[src/rtl/assert_macros.svh]
// Assertion macros shared by the tracker-to-MIDI RTL.
// No dependencies; included by modules that carry concurrent checks.
`ifndef ASSERT_MACROS_SVH
`define ASSERT_MACROS_SVH

// Property holds at every sampled edge outside reset.
`define ASSERT_AT(label, clk, rst_n, prop, msg) \
    label: assert property (@(posedge clk) disable iff (!rst_n) (prop)) else $error(msg);

// Antecedent at one edge implies consequent at the next edge.
`define ASSERT_NEXT(label, clk, rst_n, ante, cons, msg) \
    label: assert property (@(posedge clk) disable iff (!rst_n) (ante) |=> (cons)) \
        else $error(msg);

`endif

[src/rtl/trk2m_pkg.sv]
// Shared types, constants and helpers for the tracker-to-MIDI converter.
// No dependencies; used by every RTL module of the block.
package trk2m_pkg;

    // sizing
    localparam int CHANNELS   = 4;   // 1..4
    localparam int HOLD_DEPTH = 4;   // 1..16
    localparam int CHI_W      = (CHANNELS > 1) ? $clog2(CHANNELS) : 1;
    localparam int HIDX_W     = (HOLD_DEPTH > 1) ? $clog2(HOLD_DEPTH) : 1;
    localparam int HOLD_CW    = $clog2(HOLD_DEPTH + 1);
    localparam int JOBQ_DEPTH = 2;
    localparam int JOBQ_PW    = $clog2(JOBQ_DEPTH);
    localparam int JOBQ_CW    = $clog2(JOBQ_DEPTH + 1);
    localparam int CCN_W      = 49;

    // link byte codes
    localparam logic [6:0] BYTE_VALUE_MAX = 7'h6F;
    localparam logic [6:0] BYTE_CLOCK     = 7'h7F;
    localparam logic [6:0] BYTE_STOP      = 7'h7E;
    localparam logic [6:0] BYTE_START     = 7'h7D;

    // command groups (upper two bits of the latched command)
    localparam logic [1:0] CMDG_NOTE = 2'd0;
    localparam logic [1:0] CMDG_CC   = 2'd1;
    localparam logic [1:0] CMDG_PROG = 2'd2;
    localparam logic [1:0] CMDG_NONE = 2'd3;
    localparam logic [3:0] CMD_RESET = 4'hF;

    // MIDI data constants
    localparam logic [6:0] CC_ALL_OFF = 7'h7B;
    localparam logic [6:0] DATA_MAX   = 7'h7F;
    localparam logic [2:0] CC_IDX_MAX = 3'd6;

    // result kinds
    localparam logic [2:0] MK_NOTE_ON  = 3'd0;
    localparam logic [2:0] MK_NOTE_OFF = 3'd1;
    localparam logic [2:0] MK_CC       = 3'd2;
    localparam logic [2:0] MK_PROG     = 3'd3;
    localparam logic [2:0] MK_START    = 3'd4;
    localparam logic [2:0] MK_STOP     = 3'd5;

    // configuration register indexes
    localparam logic [2:0] CFG_SPLIT = 3'd0;
    localparam logic [2:0] CFG_SCALE = 3'd1;
    localparam logic [2:0] CFG_CCN0  = 3'd2;
    localparam logic [2:0] CFG_CCN1  = 3'd3;
    localparam logic [2:0] CFG_CCN2  = 3'd4;
    localparam logic [2:0] CFG_CCN3  = 3'd5;
    localparam logic [2:0] CFG_HOLD  = 3'd6;

    localparam logic [CCN_W-1:0] CCN_RESET  = 49'd53157214339329;
    localparam logic [15:0]      HOLD_RESET = 16'd10;

    // floor(v*127/111) == (v * 127 * 18894) >> 21, exact for v < 128
    localparam logic [21:0] CC_SCALE_MUL = 22'd2399538;

    typedef enum logic [2:0] {
        JK_NOTE,
        JK_CC,
        JK_PROG,
        JK_START,
        JK_STOP
    } t_job_kind;

    typedef struct packed {
        t_job_kind   kind;
        logic [1:0]  ch;
        logic [6:0]  val;
        logic [31:0] stamp;
    } t_job;

    typedef struct packed {
        logic [2:0] kind;
        logic [1:0] ch;
        logic [6:0] d1;
        logic [6:0] d2;
        logic       last;
    } t_msg;

    function automatic logic [6:0] cc_scale(input logic [6:0] v);
        logic [28:0] p;
        p = 29'(v) * 29'(CC_SCALE_MUL);
        return (p[28:21] > 8'(DATA_MAX)) ? DATA_MAX : p[27:21];
    endfunction

endpackage

[src/rtl/trk2m_front.sv]
// Front end: accepts link bytes and ticks, keeps time and the command latch,
// and turns complete commands into jobs. Depends on trk2m_pkg.
module trk2m_front (
    input  logic              i_clk,
    input  logic              i_rst_n,
    input  logic              i_push,
    input  logic              i_func,
    input  logic [6:0]        i_rx_byte,
    input  logic              i_q_full,
    output logic              o_q_push,
    output trk2m_pkg::t_job   o_q_job
);

    logic [31:0] r_now_ms, n_now_ms;
    logic [3:0]  r_pending, n_pending;
    logic        r_expect, n_expect;
    logic        w_accept;
    logic        w_ch_ok;

    assign w_accept = i_push && !i_q_full;
    assign w_ch_ok  = ({1'b0, r_pending[1:0]} < 3'(trk2m_pkg::CHANNELS));

    always_comb begin
        n_now_ms      = r_now_ms;
        n_pending     = r_pending;
        n_expect      = r_expect;
        o_q_push      = 1'b0;
        o_q_job.kind  = trk2m_pkg::JK_NOTE;
        o_q_job.ch    = r_pending[1:0];
        o_q_job.val   = i_rx_byte;
        o_q_job.stamp = r_now_ms;
        if (w_accept) begin
            if (i_func) begin
                n_now_ms = 32'(r_now_ms + 32'd1);
            end else if (i_rx_byte > trk2m_pkg::BYTE_VALUE_MAX) begin
                if (i_rx_byte == trk2m_pkg::BYTE_STOP) begin
                    o_q_push     = 1'b1;
                    o_q_job.kind = trk2m_pkg::JK_STOP;
                end else if (i_rx_byte == trk2m_pkg::BYTE_START) begin
                    o_q_push     = 1'b1;
                    o_q_job.kind = trk2m_pkg::JK_START;
                end else if (i_rx_byte != trk2m_pkg::BYTE_CLOCK) begin
                    n_pending = i_rx_byte[3:0];
                    n_expect  = 1'b1;
                end
            end else if (r_expect) begin
                n_expect = 1'b0;
                unique case (r_pending[3:2])
                    trk2m_pkg::CMDG_NOTE: begin
                        o_q_push     = w_ch_ok;
                        o_q_job.kind = trk2m_pkg::JK_NOTE;
                    end
                    trk2m_pkg::CMDG_CC: begin
                        o_q_push     = w_ch_ok;
                        o_q_job.kind = trk2m_pkg::JK_CC;
                    end
                    trk2m_pkg::CMDG_PROG: begin
                        o_q_push     = w_ch_ok;
                        o_q_job.kind = trk2m_pkg::JK_PROG;
                    end
                    default: o_q_push = 1'b0;   // commands 12..15 swallow the value
                endcase
            end
        end
    end

    always_ff @(posedge i_clk) begin
        if (!i_rst_n) begin
            r_now_ms  <= '0;
            r_pending <= trk2m_pkg::CMD_RESET;
            r_expect  <= 1'b0;
        end else begin
            r_now_ms  <= n_now_ms;
            r_pending <= n_pending;
            r_expect  <= n_expect;
        end
    end

    `include "assert_macros.svh"

    `ASSERT_NEXT(a_tick_advances, i_clk, i_rst_n, w_accept && i_func, r_now_ms == 32'($past(r_now_ms) + 32'd1), "tick did not advance time")

endmodule

[src/rtl/trk2m_jobq.sv]
// Short job queue between front end and sequencer, flip-flop slots.
// Depends on trk2m_pkg.
module trk2m_jobq (
    input  logic              i_clk,
    input  logic              i_rst_n,
    input  logic              i_push,
    input  trk2m_pkg::t_job   i_job,
    input  logic              i_pop,
    output logic              o_full,
    output logic              o_empty,
    output trk2m_pkg::t_job   o_head
);

    localparam int PW = (trk2m_pkg::JOBQ_PW > 0) ? trk2m_pkg::JOBQ_PW : 1;

    trk2m_pkg::t_job                r_slot [trk2m_pkg::JOBQ_DEPTH];
    logic [PW-1:0]                  r_wp, r_rp;
    logic [trk2m_pkg::JOBQ_CW-1:0]  r_count;
    logic                           w_do_push, w_do_pop;

    assign o_full    = (r_count == trk2m_pkg::JOBQ_CW'(trk2m_pkg::JOBQ_DEPTH));
    assign o_empty   = (r_count == '0);
    assign o_head    = r_slot[r_rp];
    assign w_do_push = i_push && !o_full;
    assign w_do_pop  = i_pop && !o_empty;

    function automatic logic [PW-1:0] bump(input logic [PW-1:0] p);
        return (p == PW'(trk2m_pkg::JOBQ_DEPTH - 1)) ? '0 : PW'(p + 1'b1);
    endfunction

    always_ff @(posedge i_clk) begin
        if (w_do_push) begin
            r_slot[r_wp] <= i_job;
        end
    end

    always_ff @(posedge i_clk) begin
        if (!i_rst_n) begin
            r_wp    <= '0;
            r_rp    <= '0;
            r_count <= '0;
        end else begin
            if (w_do_push) begin
                r_wp <= bump(r_wp);
            end
            if (w_do_pop) begin
                r_rp <= bump(r_rp);
            end
            if (w_do_push && !w_do_pop) begin
                r_count <= trk2m_pkg::JOBQ_CW'(r_count + 1'b1);
            end else if (w_do_pop && !w_do_push) begin
                r_count <= trk2m_pkg::JOBQ_CW'(r_count - 1'b1);
            end
        end
    end

    `include "assert_macros.svh"

    `ASSERT_AT(a_no_push_when_full, i_clk, i_rst_n, !(i_push && o_full), "job pushed into full queue")

endmodule

[src/rtl/trk2m_back.sv]
// Sequencer: runs jobs, tracks held notes per channel, owns the config
// registers and the result register. Depends on trk2m_pkg.
module trk2m_back (
    input  logic              i_clk,
    input  logic              i_rst_n,
    input  logic              i_cfg_valid,
    input  logic [2:0]        i_cfg_index,
    input  logic [48:0]       i_cfg_data,
    input  logic              i_q_empty,
    input  trk2m_pkg::t_job   i_q_head,
    output logic              o_q_pop,
    input  logic              i_pop,
    output logic              o_out_valid,
    output trk2m_pkg::t_msg   o_out
);

    localparam int CHN = trk2m_pkg::CHANNELS;
    localparam int HD  = trk2m_pkg::HOLD_DEPTH;
    localparam int CW  = trk2m_pkg::HOLD_CW;

    typedef enum logic [5:0] {
        S_IDLE    = 6'b000001,
        S_DECODE  = 6'b000010,
        S_FLUSH   = 6'b000100,
        S_NOTE_ON = 6'b001000,
        S_SINGLE  = 6'b010000,
        S_STOP    = 6'b100000
    } t_state;

    // config
    logic [CHN-1:0]  r_split, r_scale;
    logic [trk2m_pkg::CCN_W-1:0] r_ccn [CHN];
    logic [15:0]     r_hold_ms;

    // per-channel note tracking
    logic [31:0]     r_start    [CHN];
    logic [31:0]     n_start    [CHN];
    logic [CW-1:0]   r_count    [CHN];
    logic [CW-1:0]   n_count    [CHN];
    logic [CHN-1:0]  r_sounding, n_sounding;
    logic [6:0]      r_held     [CHN][HD];

    // sequencer
    t_state          r_state, n_state;
    trk2m_pkg::t_job r_job, n_job;
    logic [CW-1:0]   r_k, n_k;
    logic [1:0]      r_ch, n_ch;
    logic            r_then_on, n_then_on;
    logic            r_go_stop, n_go_stop;
    trk2m_pkg::t_msg r_single, n_single;

    // result register
    logic            r_out_valid;
    trk2m_pkg::t_msg r_out;

    logic            w_out_free;
    logic            w_emit;
    trk2m_pkg::t_msg w_msg;
    logic            w_held_we;
    logic [trk2m_pkg::CHI_W-1:0] w_jc, w_sc;
    logic [31:0]     w_age;
    logic            w_expired;
    logic [2:0]      w_cc_idx;
    logic [6:0]      w_cc_val;
    logic            w_cnt_ok;

    assign w_out_free  = !r_out_valid || i_pop;
    assign o_out_valid = r_out_valid;
    assign o_out       = r_out;
    assign w_jc        = r_job.ch[trk2m_pkg::CHI_W-1:0];
    assign w_sc        = r_ch[trk2m_pkg::CHI_W-1:0];
    assign w_age       = r_job.stamp - r_start[w_jc];
    assign w_expired   = (w_age > {16'b0, r_hold_ms});

    // control change selection: split mode picks one of seven numbers
    always_comb begin
        w_cc_idx = '0;
        w_cc_val = r_job.val;
        if (r_split[w_jc]) begin
            w_cc_idx = r_job.val[6:4];
            if (r_scale[w_jc]) begin
                w_cc_val = {r_job.val[3:0], 3'b000};
            end
        end else if (r_scale[w_jc]) begin
            w_cc_val = trk2m_pkg::cc_scale(r_job.val);
        end
        if (w_cc_idx > trk2m_pkg::CC_IDX_MAX) begin
            w_cc_idx = trk2m_pkg::CC_IDX_MAX;
        end
    end

    always_comb begin
        n_state    = r_state;
        n_job      = r_job;
        n_k        = r_k;
        n_ch       = r_ch;
        n_then_on  = r_then_on;
        n_go_stop  = r_go_stop;
        n_single   = r_single;
        n_start    = r_start;
        n_count    = r_count;
        n_sounding = r_sounding;
        o_q_pop    = 1'b0;
        w_emit     = 1'b0;
        w_held_we  = 1'b0;
        w_msg      = '0;

        unique case (r_state)
            S_IDLE: begin
                if (!i_q_empty) begin
                    o_q_pop = 1'b1;
                    n_job   = i_q_head;
                    n_state = S_DECODE;
                end
            end
            S_DECODE: begin
                n_single      = '0;
                n_single.last = 1'b1;
                n_go_stop     = 1'b0;
                n_k           = '0;
                unique case (r_job.kind)
                    trk2m_pkg::JK_START: begin
                        n_single.kind = trk2m_pkg::MK_START;
                        n_state       = S_SINGLE;
                    end
                    trk2m_pkg::JK_STOP: begin
                        n_single.kind = trk2m_pkg::MK_STOP;
                        n_single.last = 1'b0;
                        n_go_stop     = 1'b1;
                        n_state       = S_SINGLE;
                    end
                    trk2m_pkg::JK_PROG: begin
                        n_single.kind = trk2m_pkg::MK_PROG;
                        n_single.ch   = r_job.ch;
                        n_single.d1   = r_job.val;
                        n_state       = S_SINGLE;
                    end
                    trk2m_pkg::JK_CC: begin
                        n_single.kind = trk2m_pkg::MK_CC;
                        n_single.ch   = r_job.ch;
                        n_single.d1   = r_ccn[w_jc][w_cc_idx*7 +: 7];
                        n_single.d2   = w_cc_val;
                        n_state       = S_SINGLE;
                    end
                    trk2m_pkg::JK_NOTE: begin
                        if (r_job.val != '0) begin
                            // flush first when the hold time has run out
                            if (w_expired && r_count[w_jc] != '0) begin
                                n_then_on = 1'b1;
                                n_state   = S_FLUSH;
                            end else begin
                                n_state   = S_NOTE_ON;
                            end
                        end else if (r_sounding[w_jc]) begin
                            if (r_count[w_jc] != '0) begin
                                n_then_on = 1'b0;
                                n_state   = S_FLUSH;
                            end else begin
                                n_sounding[w_jc] = 1'b0;
                                n_state          = S_IDLE;
                            end
                        end else begin
                            n_state = S_IDLE;
                        end
                    end
                    default: n_state = S_IDLE;
                endcase
            end
            S_FLUSH: begin
                if (w_out_free) begin
                    w_emit     = 1'b1;
                    w_msg.kind = trk2m_pkg::MK_NOTE_OFF;
                    w_msg.ch   = r_job.ch;
                    w_msg.d1   = r_held[w_jc][r_k[trk2m_pkg::HIDX_W-1:0]];
                    n_k        = CW'(r_k + 1'b1);
                    if (r_k == CW'(r_count[w_jc] - 1'b1)) begin
                        w_msg.last       = !r_then_on;
                        n_count[w_jc]    = '0;
                        n_sounding[w_jc] = 1'b0;
                        n_state          = r_then_on ? S_NOTE_ON : S_IDLE;
                    end
                end
            end
            S_NOTE_ON: begin
                if (w_out_free) begin
                    w_emit     = 1'b1;
                    w_msg.kind = trk2m_pkg::MK_NOTE_ON;
                    w_msg.ch   = r_job.ch;
                    w_msg.d1   = r_job.val;
                    w_msg.d2   = trk2m_pkg::DATA_MAX;
                    w_msg.last = 1'b1;
                    // saturate instead of overflowing the hold list
                    if (r_count[w_jc] < CW'(HD)) begin
                        w_held_we     = 1'b1;
                        n_count[w_jc] = CW'(r_count[w_jc] + 1'b1);
                    end
                    n_start[w_jc]    = r_job.stamp;
                    n_sounding[w_jc] = 1'b1;
                    n_state          = S_IDLE;
                end
            end
            S_SINGLE: begin
                if (w_out_free) begin
                    w_emit  = 1'b1;
                    w_msg   = r_single;
                    n_ch    = '0;
                    n_k     = '0;
                    n_state = r_go_stop ? S_STOP : S_IDLE;
                end
            end
            S_STOP: begin
                if (w_out_free) begin
                    w_emit = 1'b1;
                    if (r_sounding[w_sc] && r_k < r_count[w_sc]) begin
                        w_msg.kind = trk2m_pkg::MK_NOTE_OFF;
                        w_msg.ch   = r_ch;
                        w_msg.d1   = r_held[w_sc][r_k[trk2m_pkg::HIDX_W-1:0]];
                        n_k        = CW'(r_k + 1'b1);
                    end else begin
                        w_msg.kind       = trk2m_pkg::MK_CC;
                        w_msg.ch         = r_ch;
                        w_msg.d1         = trk2m_pkg::CC_ALL_OFF;
                        w_msg.d2         = trk2m_pkg::DATA_MAX;
                        w_msg.last       = (r_ch == 2'(CHN - 1));
                        n_count[w_sc]    = '0;
                        n_sounding[w_sc] = 1'b0;
                        n_k              = '0;
                        n_ch             = 2'(r_ch + 1'b1);
                        if (r_ch == 2'(CHN - 1)) begin
                            n_state = S_IDLE;
                        end
                    end
                end
            end
            default: n_state = S_IDLE;
        endcase
    end

    // hold list store, undefined until written
    always_ff @(posedge i_clk) begin
        if (w_held_we) begin
            r_held[w_jc][r_count[w_jc][trk2m_pkg::HIDX_W-1:0]] <= r_job.val;
        end
    end

    always_ff @(posedge i_clk) begin
        if (w_emit) begin
            r_out <= w_msg;
        end
        r_job    <= n_job;
        r_single <= n_single;
    end

    always_ff @(posedge i_clk) begin
        if (!i_rst_n) begin
            r_state     <= S_IDLE;
            r_k         <= '0;
            r_ch        <= '0;
            r_then_on   <= 1'b0;
            r_go_stop   <= 1'b0;
            r_out_valid <= 1'b0;
            r_sounding  <= '0;
            for (int c = 0; c < CHN; c++) begin
                r_start[c] <= '0;
                r_count[c] <= '0;
            end
        end else begin
            r_state    <= n_state;
            r_k        <= n_k;
            r_ch       <= n_ch;
            r_then_on  <= n_then_on;
            r_go_stop  <= n_go_stop;
            r_sounding <= n_sounding;
            r_start    <= n_start;
            r_count    <= n_count;
            if (w_emit) begin
                r_out_valid <= 1'b1;
            end else if (i_pop) begin
                r_out_valid <= 1'b0;
            end
        end
    end

    // configuration registers
    always_ff @(posedge i_clk) begin
        if (!i_rst_n) begin
            r_split   <= '1;
            r_scale   <= '1;
            r_hold_ms <= trk2m_pkg::HOLD_RESET;
            for (int c = 0; c < CHN; c++) begin
                r_ccn[c] <= trk2m_pkg::CCN_RESET;
            end
        end else if (i_cfg_valid) begin
            unique case (i_cfg_index)
                trk2m_pkg::CFG_SPLIT: r_split   <= i_cfg_data[CHN-1:0];
                trk2m_pkg::CFG_SCALE: r_scale   <= i_cfg_data[CHN-1:0];
                trk2m_pkg::CFG_HOLD:  r_hold_ms <= i_cfg_data[15:0];
                trk2m_pkg::CFG_CCN0, trk2m_pkg::CFG_CCN1,
                trk2m_pkg::CFG_CCN2, trk2m_pkg::CFG_CCN3: begin
                    for (int c = 0; c < CHN; c++) begin
                        if (2'(i_cfg_index - trk2m_pkg::CFG_CCN0) == 2'(c)) begin
                            r_ccn[c] <= i_cfg_data;
                        end
                    end
                end
                default: ;   // unmapped index, write dropped
            endcase
        end
    end

    always_comb begin
        w_cnt_ok = 1'b1;
        for (int c = 0; c < CHN; c++) begin
            if (r_count[c] > CW'(HD)) begin
                w_cnt_ok = 1'b0;
            end
        end
    end

    `include "assert_macros.svh"

    `ASSERT_AT(a_hold_list_bounded, i_clk, i_rst_n, w_cnt_ok, "hold count beyond hold depth")
    `ASSERT_NEXT(a_last_ends_job, i_clk, i_rst_n, w_emit && w_msg.last, r_state == S_IDLE, "sequencer busy after final message")

endmodule

[src/rtl/tracker_byte_to_midi_converter.sv]
// Tracker link byte to MIDI message converter, top level.
// Path: an accepted byte goes through a queue slot and the decode state to the result register.
// Throughput: one message per cycle from the sequencer while the result side pops; each item
// also passes the idle and decode states, and Stop with all hold lists full gives 21 messages.
// Reset: synchronous active-low i_rst_n clears time, command latch, queues and note tracking
// and loads config defaults; the held-note store is not cleared. Depends on trk2m_pkg.
module tracker_byte_to_midi_converter (
    input  logic        i_clk,
    input  logic        i_rst_n,
    // link side, queue style
    input  logic        push,
    output logic        full,
    input  logic        i_func,
    input  logic [6:0]  i_rx_byte,
    // result side, queue style
    output logic        empty,
    input  logic        pop,
    output logic [2:0]  o_msg_kind,
    output logic [1:0]  o_midi_channel,
    output logic [6:0]  o_data_one,
    output logic [6:0]  o_data_two,
    output logic        o_last,
    // configuration write channel
    input  logic        i_cfg_valid,
    output logic        o_cfg_ready,
    input  logic [2:0]  i_cfg_index,
    input  logic [48:0] i_cfg_data
);

    // Front end decodes bytes into jobs (note, CC, program, start, stop) and
    // stamps each with the current millisecond count, so the sequencer can
    // judge hold expiry against the time the byte arrived, even when it is
    // still busy with an earlier job such as a long Stop flush.
    logic             w_q_push, w_q_full, w_q_empty, w_q_pop;
    trk2m_pkg::t_job  w_q_job, w_q_head;
    logic             w_out_valid;
    trk2m_pkg::t_msg  w_out;

    assign full        = w_q_full;
    assign o_cfg_ready = 1'b1;   // the user must write config only while idle; the block does not enforce it

    trk2m_front u_front (
        .i_clk     (i_clk),
        .i_rst_n   (i_rst_n),
        .i_push    (push),
        .i_func    (i_func),
        .i_rx_byte (i_rx_byte),
        .i_q_full  (w_q_full),
        .o_q_push  (w_q_push),
        .o_q_job   (w_q_job)
    );

    // two-entry job queue lets the link keep delivering while the
    // sequencer waits on the result side
    trk2m_jobq u_jobq (
        .i_clk   (i_clk),
        .i_rst_n (i_rst_n),
        .i_push  (w_q_push),
        .i_job   (w_q_job),
        .i_pop   (w_q_pop),
        .o_full  (w_q_full),
        .o_empty (w_q_empty),
        .o_head  (w_q_head)
    );

    // Sequencer emits one message per cycle into its result register while it is free or popped;
    // flushes walk the hold list one entry per message.
    trk2m_back u_back (
        .i_clk       (i_clk),
        .i_rst_n     (i_rst_n),
        .i_cfg_valid (i_cfg_valid),
        .i_cfg_index (i_cfg_index),
        .i_cfg_data  (i_cfg_data),
        .i_q_empty   (w_q_empty),
        .i_q_head    (w_q_head),
        .o_q_pop     (w_q_pop),
        .i_pop       (pop),
        .o_out_valid (w_out_valid),
        .o_out       (w_out)
    );

    assign empty          = !w_out_valid;
    assign o_msg_kind     = w_out.kind;
    assign o_midi_channel = w_out.ch;
    assign o_data_one     = w_out.d1;
    assign o_data_two     = w_out.d2;
    assign o_last         = w_out.last;

endmodule
[config.mk]
export PLATFORM = sky130hd
export DESIGN_NAME = tracker_byte_to_midi_converter
export DESIGN_NICKNAME = d
export VERILOG_FILES = /design/src/rtl/trk2m_pkg.sv /design/src/rtl/trk2m_front.sv /design/src/rtl/trk2m_jobq.sv /design/src/rtl/trk2m_back.sv /design/src/rtl/tracker_byte_to_midi_converter.sv
export VERILOG_INCLUDE_DIRS = /design/src /design/src/rtl
export SDC_FILE = /design/constraint.sdc
export NUM_CORES = 1
export LEC_CHECK = 0
export ABC_AREA = 1
export BUFFER_PORTS_ARGS = -buffer_cell sky130_fd_sc_hd__buf_2
export CORE_UTILIZATION = 52
export CTS_CLUSTER_DIAMETER = 120
export DETAILED_ROUTE_END_ITERATION = 10
export GPL_TIMING_DRIVEN = 0
export MAX_ROUTING_LAYER = met4
export PLACE_DENSITY_LB_ADDON = 0.1
export SLEW_MARGIN = 30
export SYNTH_ARGS = -nofsm -noshare
export SYNTH_HDL_FRONTEND = slang
export SYNTH_SLANG_ARGS = --single-unit
[constraint.sdc]
create_clock -name i_clk -period 8.3 [get_ports i_clk]
set_input_delay 2.075 -clock i_clk [delete_from_list [all_inputs] [get_ports i_clk]]
set_output_delay 2.075 -clock i_clk [all_outputs]
set_load 0.05 [all_outputs]
======== Word-level counts from Yosys, hierarchy flattened ========
Memory sizes are Yosys's and may differ from the RTL's. A register that Yosys moved wholly into a read port is not among the register bits.
Index checks and enable logic that the tools add are counted.
operators by class
  add/sub/neg operators ................... 11
  $mul .................................... 2
  order comparisons ....................... 17
  equal/unequal tests ..................... 44
  shifts and indexed selects .............. 1
  muxes and demuxes ....................... 166
  bitwise gates (word level) .............. 21
  reduce and logical (&&, ||, !) cells .... 52
operators with widths
  cell                                                                  count
  49-bit two-way mux                                                    4
  128-bit bitwise mux                                                   1
  32-bit two-way mux                                                    3
  12-bit two-way mux                                                    6
  32-bit binary-select mux with 2-bit select                            1
  32-bit demux with 2-bit select                                        1
  7-bit two-way mux                                                     9
  1-bit two-way mux                                                     60
  6-bit two-way mux                                                     10
  3-bit two-way mux                                                     19
  49-bit by 7-bit indexed part select with 7-bit output                 1
  12-bit case mux with 4 select lines                                   1
  4-bit two-way mux                                                     11
  12-bit case mux with 3 select lines                                   1
  6-bit case mux with 6 select lines                                    1
  32-bit by 1-bit adder with 32-bit output, second input constant       1
  32-bit by 16-bit greater-than comparator with 1-bit output            1
  32-bit subtractor                                                     1
  7-bit binary-select mux with 2-bit select                             2
  7-bit by 21-bit multiplier with 28-bit output, second input constant  1
  28-bit two-way mux                                                    1
  12-bit bitwise AND                                                    2
  12-bit inverter                                                       2
  3-bit case mux with 4 select lines                                    2
  75 further kinds                                                      172
storage, ports and cells
  flip-flop bits (word level) ............. 263
  bits in writable memories ............... 396
  bits of input ports ..................... 65
  output and inout bits ................... 23
  logic and storage cells ................. 351
  memories ................................ 3
memory list
  memory         depth  bits a word  read ports  clocked after Yosys merged registers in  wr ports  RTL line          RTL
  u_back.r_ccn   4      49           1           0                                        4         trk2m_back.sv:32  logic [trk2m_pkg::CCN_W-1:0] r_ccn [CHN];
  u_back.r_held  4      28           2           1                                        1         trk2m_back.sv:41  logic [6:0] r_held [CHN][HD];
  u_jobq.r_slot  2      44           1           1                                        1         trk2m_jobq.sv:16  trk2m_pkg::t_job r_slot [trk2m_pkg::JOBQ_DEPTH];

======== Depth between registers and ports, before layout ========
  word-level depth ........................ 12
  gate-level depth with buffers ........... 37
  mapped depth without buffers ............ 33

======== Modules after synthesis ========
From an unflattened synthesis, not the netlist that was laid out.
unflattened totals
  cell total of the unflattened synthesis .. 4061
  area, all modules ....................... 36085.9 um^2
modules (own cells, without submodules)
  module                          instances  cells each  area each (um^2)  sequential area each (um^2)
  trk2m_back                      1          3513        30146.4           15494.9
  trk2m_jobq                      1          175         3624.7            2742.6
  trk2m_front                     1          370         2299.7            740.7
  tracker_byte_to_midi_converter  1          3           15.0              0.0

======== Worst setup path after synthesis ========
Ideal clock, no wire load.
  kind .................................... in2reg
  start ................................... input port i_cfg_index[0]
  end ..................................... memory u_back.r_ccn[3][0] in the netlist's numbering (enable)
  library setup time ...................... 0.523 ns
  arrival ................................. 5.706 ns
  required time ........................... 7.777 ns
  path slack .............................. 2.071 ns
  cell stages on the path ................. 4
  path buffers ............................ 0
  path through ............................ inv_1 -> nor2_1 -> inv_1 -> o21ai_0
RTL lines
  what         RTL line                              RTL
  from (decl)  tracker_byte_to_midi_converter.sv:26  input logic [2:0] i_cfg_index,
  to (decl)    trk2m_back.sv:32

======== Worst setup path after layout ========
  start ................................... register u_back.r_job (netlist bit u_back.w_jc[1])
  end ..................................... register u_back.r_state[2]
between the ends
  longest elaborated chain between the ends .. 11
  elaborated cells between the ends (all ways) .. 23
  classes of those cells .................. 2 x add/sub; 1 x order compare; 2 x eq/ne; 14 x mux; 1 x bitwise; 3 x reduce/logical
ends and longest elaborated chain
  what                                                        RTL line           RTL
  from (decl)                                                 trk2m_back.sv:45   trk2m_pkg::t_job r_job, n_job;
  from (signal assigned)                                      trk2m_back.sv:250  r_job <= n_job;
  2-bit inverter with 3-bit output (not written as such)      --
  32-bit binary-select mux with 2-bit select                  trk2m_back.sv:72   assign w_age = r_job.stamp - r_start[w_jc];
  32-bit two-way mux (not written as such) (2 in series)      trk2m_back.sv:72
  32-bit subtractor                                           trk2m_back.sv:72
  32-bit by 16-bit greater-than comparator with 1-bit output  trk2m_back.sv:73   assign w_expired = (w_age > {16'b0, r_hold_ms});
  1-bit logical AND                                           trk2m_back.sv:148  if (w_expired && r_count[w_jc] != '0) begin
  4-bit two-way mux                                           trk2m_back.sv:148
  6-bit two-way mux                                           trk2m_back.sv:146  if (r_job.val != '0) begin
  6-bit case mux with 2 select lines                          trk2m_back.sv:121  unique case (r_job.kind)
  6-bit case mux with 6 select lines                          trk2m_back.sv:108  unique case (r_state)
  to (signal assigned)                                        trk2m_back.sv:268  r_state <= n_state;
  to (decl)                                                   trk2m_back.sv:44   t_state r_state, n_state;
Several ways; a longest one is shown, not always the timed one. The select of a mux whose other input is x is not followed.
A chain may end at the register's enable or synchronous reset.

==> impl_metrics.ini <==
[run_status]
status = finished with violations
violations = DRC

[timing]
fin_crit_sh = 0.8248
rsz0062_at_grt = no
finalMaxSlewViolations = 0
max_freq_mhz = 146.1
setup_viol = 0
slew_headroom = 0.2919
tightest_slew_ns = 1.058
fin_crit_ns = 6.846
skew_ns = 0.03116
finalHoldViolCount = 0

[clock_network]
htreeDepth = 3
root_buffer = clkbuf_16
clk_path_buf_depth = 3
cts.clk_slew.worst_paths_ns = 0.06
postCtsSetupRepairBufs = 0
cts_tree = yes
clock_latency_ns = 0.65
ctsResizeCount = 0
holdBufCountCts = 0
numCtsBuffers = 77
clkSinkCount = 705

[synthesis]
yosys_register_bits = 705
synth_area_mm2 = 0.03498
synth_warnings = 0
async_flop_share = 0
synth.area.top_cells = edfxtp_1 (41%), dfxtp_1 (13%), nand2_1 (6.9%)
synth_top_area_cell = edfxtp_1
synth_ff_type = edfxtp_1
synth_top_area_frac = 0.4121
synth_edf_count = 480
synth_cell_types = 64
ys_seq_area_frac = 0.5409
avgSynthCellArea_um2 = 9.089
syn_nets = 4064
synth_cells = 3848

[pwr]
switching_power_uw = 7003
p_sw_frac = 0.4433
p_leak_uw = 0.01595
comb_power_share = 0.479
power_density_mw_per_mm2 = 396.4
peakVddDrop_uv = 474.8
total_power_uw = 15800
p_int_uw = 8793
clock_power_share = 0.235
power_frac_seq = 0.286

[setup_path]
critPathCaptureType = register
path_delay_family = simple AND/OR/NAND/NOR gates
max_stage_delay_ns = 0.70
rr_worst_depth = 31
crit_top_cell = nand2_1
timing.rr.end = u_back.r_state[2]
r2r-start = u_back.w_jc[1]
cp_max_fo = 11
cp.required_ns = 8.82
critPathSlowestCell = buf_2
path_class = reg2reg
worstPathArrival_ns = 7.37
startpoint_type = register
r2r_slack_ns = 1.45
worst-path-buf-inv = 4

[routing]
detail-route-antenna-nets = 0
vias_per_cell = 5.882
drt_iter0_markers = 3755
wl_per_cell_um = 22.91
dr.pass1.iters = 10
wl_mm = 113.8
drc = 2
vias = 29230

[placed_design]
hpwl_mm = 82.55
place_area_mm2 = 0.03708
gp_congestion = 0.9979
numPortBuffers = 86

[cells_and_area]
syn2layout_area_growth_pct = 13.93
layout_common_cells = nand2_1 (638), nor2_1 (527), inv_1 (485), edfxtp_1 (480), o21ai_0 (315)
num-nets-final = 4257
final_core_util = 0.6028
fillers = 5730
fin_area_mm2 = 0.03985
layout_commonest_cell = nand2_1
drive_above_1_share = 0.08628

[global_routing]
antenna_found_initial = 4
grtUsageTotal = 0.3425
grt_first_pass_wirelength_mm = 167.5
grt_start_max_net_pins = 36
grt_overflow_total = 0
first_global_vias = 26640

[hold_path]
hold_path_startpoint = u_back.r_start[40]
hold_depth = 2
hold_class = reg2reg
hold_end = u_back.r_start[40]

[floorplan]
die_w_um = 261.4
die_area_mm2 = 0.06830
row_count = 94
coreArea_mm2 = 0.06610
die_y_um = 261.4
initial_core_util = 0.5292
io-pin-count = 88

[job]
maxCapViolations = 0
[power by group through the flow]
| stage | Combinational, uW | Sequential, uW | Clock [uW] |
|---|---|---|---|
| 6_report | 7560 | 4520 | 3710 |
| 5_1_grt | 8430 | 4530 | 3860 |
| 4_1_cts | 7430 | 4500 | 3730 |
| 3_5_place_dp | 7370 | 4570 | 0 |
| 3_3_place_gp | 7000 | 4760 | 0 |
| 2_1_floorplan | 4890 | 4530 | 0 |
[worst min-delay path, stage by stage, from the launching register on]
cell	delay, ns
dfxtp_1	0.31
inv_1	0.05
a21oi_1	0.05
[sequential cells by signal, summed over array words and instances (netlist names), 2 cells and up, named ones only]
name / count
u_back.r_ch: 2
u_back.r_scale: 4
u_jobq.r_count: 2
u_back.r_state: 6
u_front.r_pending: 4
u_back.r_count: 12
u_back.r_hold_ms: 16
u_back.o_out: 20
u_back.r_held: 112
u_back.r_single: 20
u_back.w_jc: 2
u_back.r_k: 3
u_back.r_ccn: 196
u_front.r_now_ms: 32
u_back.r_job: 42
u_back.r_sounding: 4
u_back.r_start: 128
u_back.r_split: 4
u_jobq.r_slot: 88
[through the flow]
stage | setup WS [ns] | setup TNS [ns] | hold slack [ns] | instances
2_1_floorplan | 2.071 | 0 | 0.4233 | 3848
3_3_place_gp | -0.8607 | -42.01 | 0.4323 | 4798
3_5_place_dp | 1.704 | 0 | 0.4369 | 4826
4_1_cts | 1.668 | 0 | 0.4475 | 4967
5_1_grt | 1.168 | 0 | 0.4584 | 4968
6_report | 1.454 | 0 | 0.4452 | 4969
[area by class of cell]
class / instances / area [um^2] / area share
flip-flops and latches: 705 / 18920 / 0.4748
multi-input cells: 2477 / 13600 / 0.3413
clock buffers: 91 / 2042 / 0.05125
inverters: 503 / 1893 / 0.04751
well taps: 864 / 1081 / 0.02713
repair buffers: 114 / 947.2 / 0.02377
clock inverters: 50 / 718.2 / 0.01802
plain buffers: 163 / 643.1 / 0.01614
diodes: 2 / 5.005 / 0.0001256
[worst max path at each step]
stage                   start                   to  slack (ns)  cells past startpoint
2_1_floorplan  i_cfg_index[0]   u_back.r_ccn[3][0]        2.07                      4
3_3_place_gp   i_cfg_index[0]  u_back.r_ccn[3][31]       -0.86                      5
3_5_place_dp   u_back.w_jc[1]    u_back.r_state[2]        1.70                     31
4_1_cts        u_back.w_jc[1]    u_back.r_state[2]        1.67                     31
5_1_grt        u_back.w_jc[1]    u_back.r_state[2]        1.17                     31
6_report       u_back.w_jc[1]    u_back.r_state[2]        1.45                     31
[Yosys cell counts, drive strengths merged (11+ instances only)]
cell	count
o2111ai	15
a21oi	242
a22oi	42
mux2	44
edfxtp	480
inv	496
a211oi	11
fa	20
clkbuf	135
a221oi	37
o22ai	77
nor3	34
nand4	32
buf	28
dfxtp	225
nor2	538
xor2	21
ha	131
o21ai	329
o211ai	40
nand2	651
nand3	110
[layer usage]
layer	track usage	routed length, um
met3	0.07501	12730
met5	-	0
met1	0.4995	50710
met4	0.09270	2800
met2	0.4782	47590
[logic make-up after synthesis]
group,Yosys count,share of synthesized area
buffers and inverters,666,0.07244
AND/OR/NAND/NOR,1399,0.1635
XOR/XNOR,25,0.006260
adder cells (fa/ha/maj),151,0.05831
other,1,0.0001072
AO/OA/AOI/OAI,857,0.1443
flip-flops,705,0.5409
multiplexers,44,0.01417
Note: power is estimated with default switching activity, not from simulation.
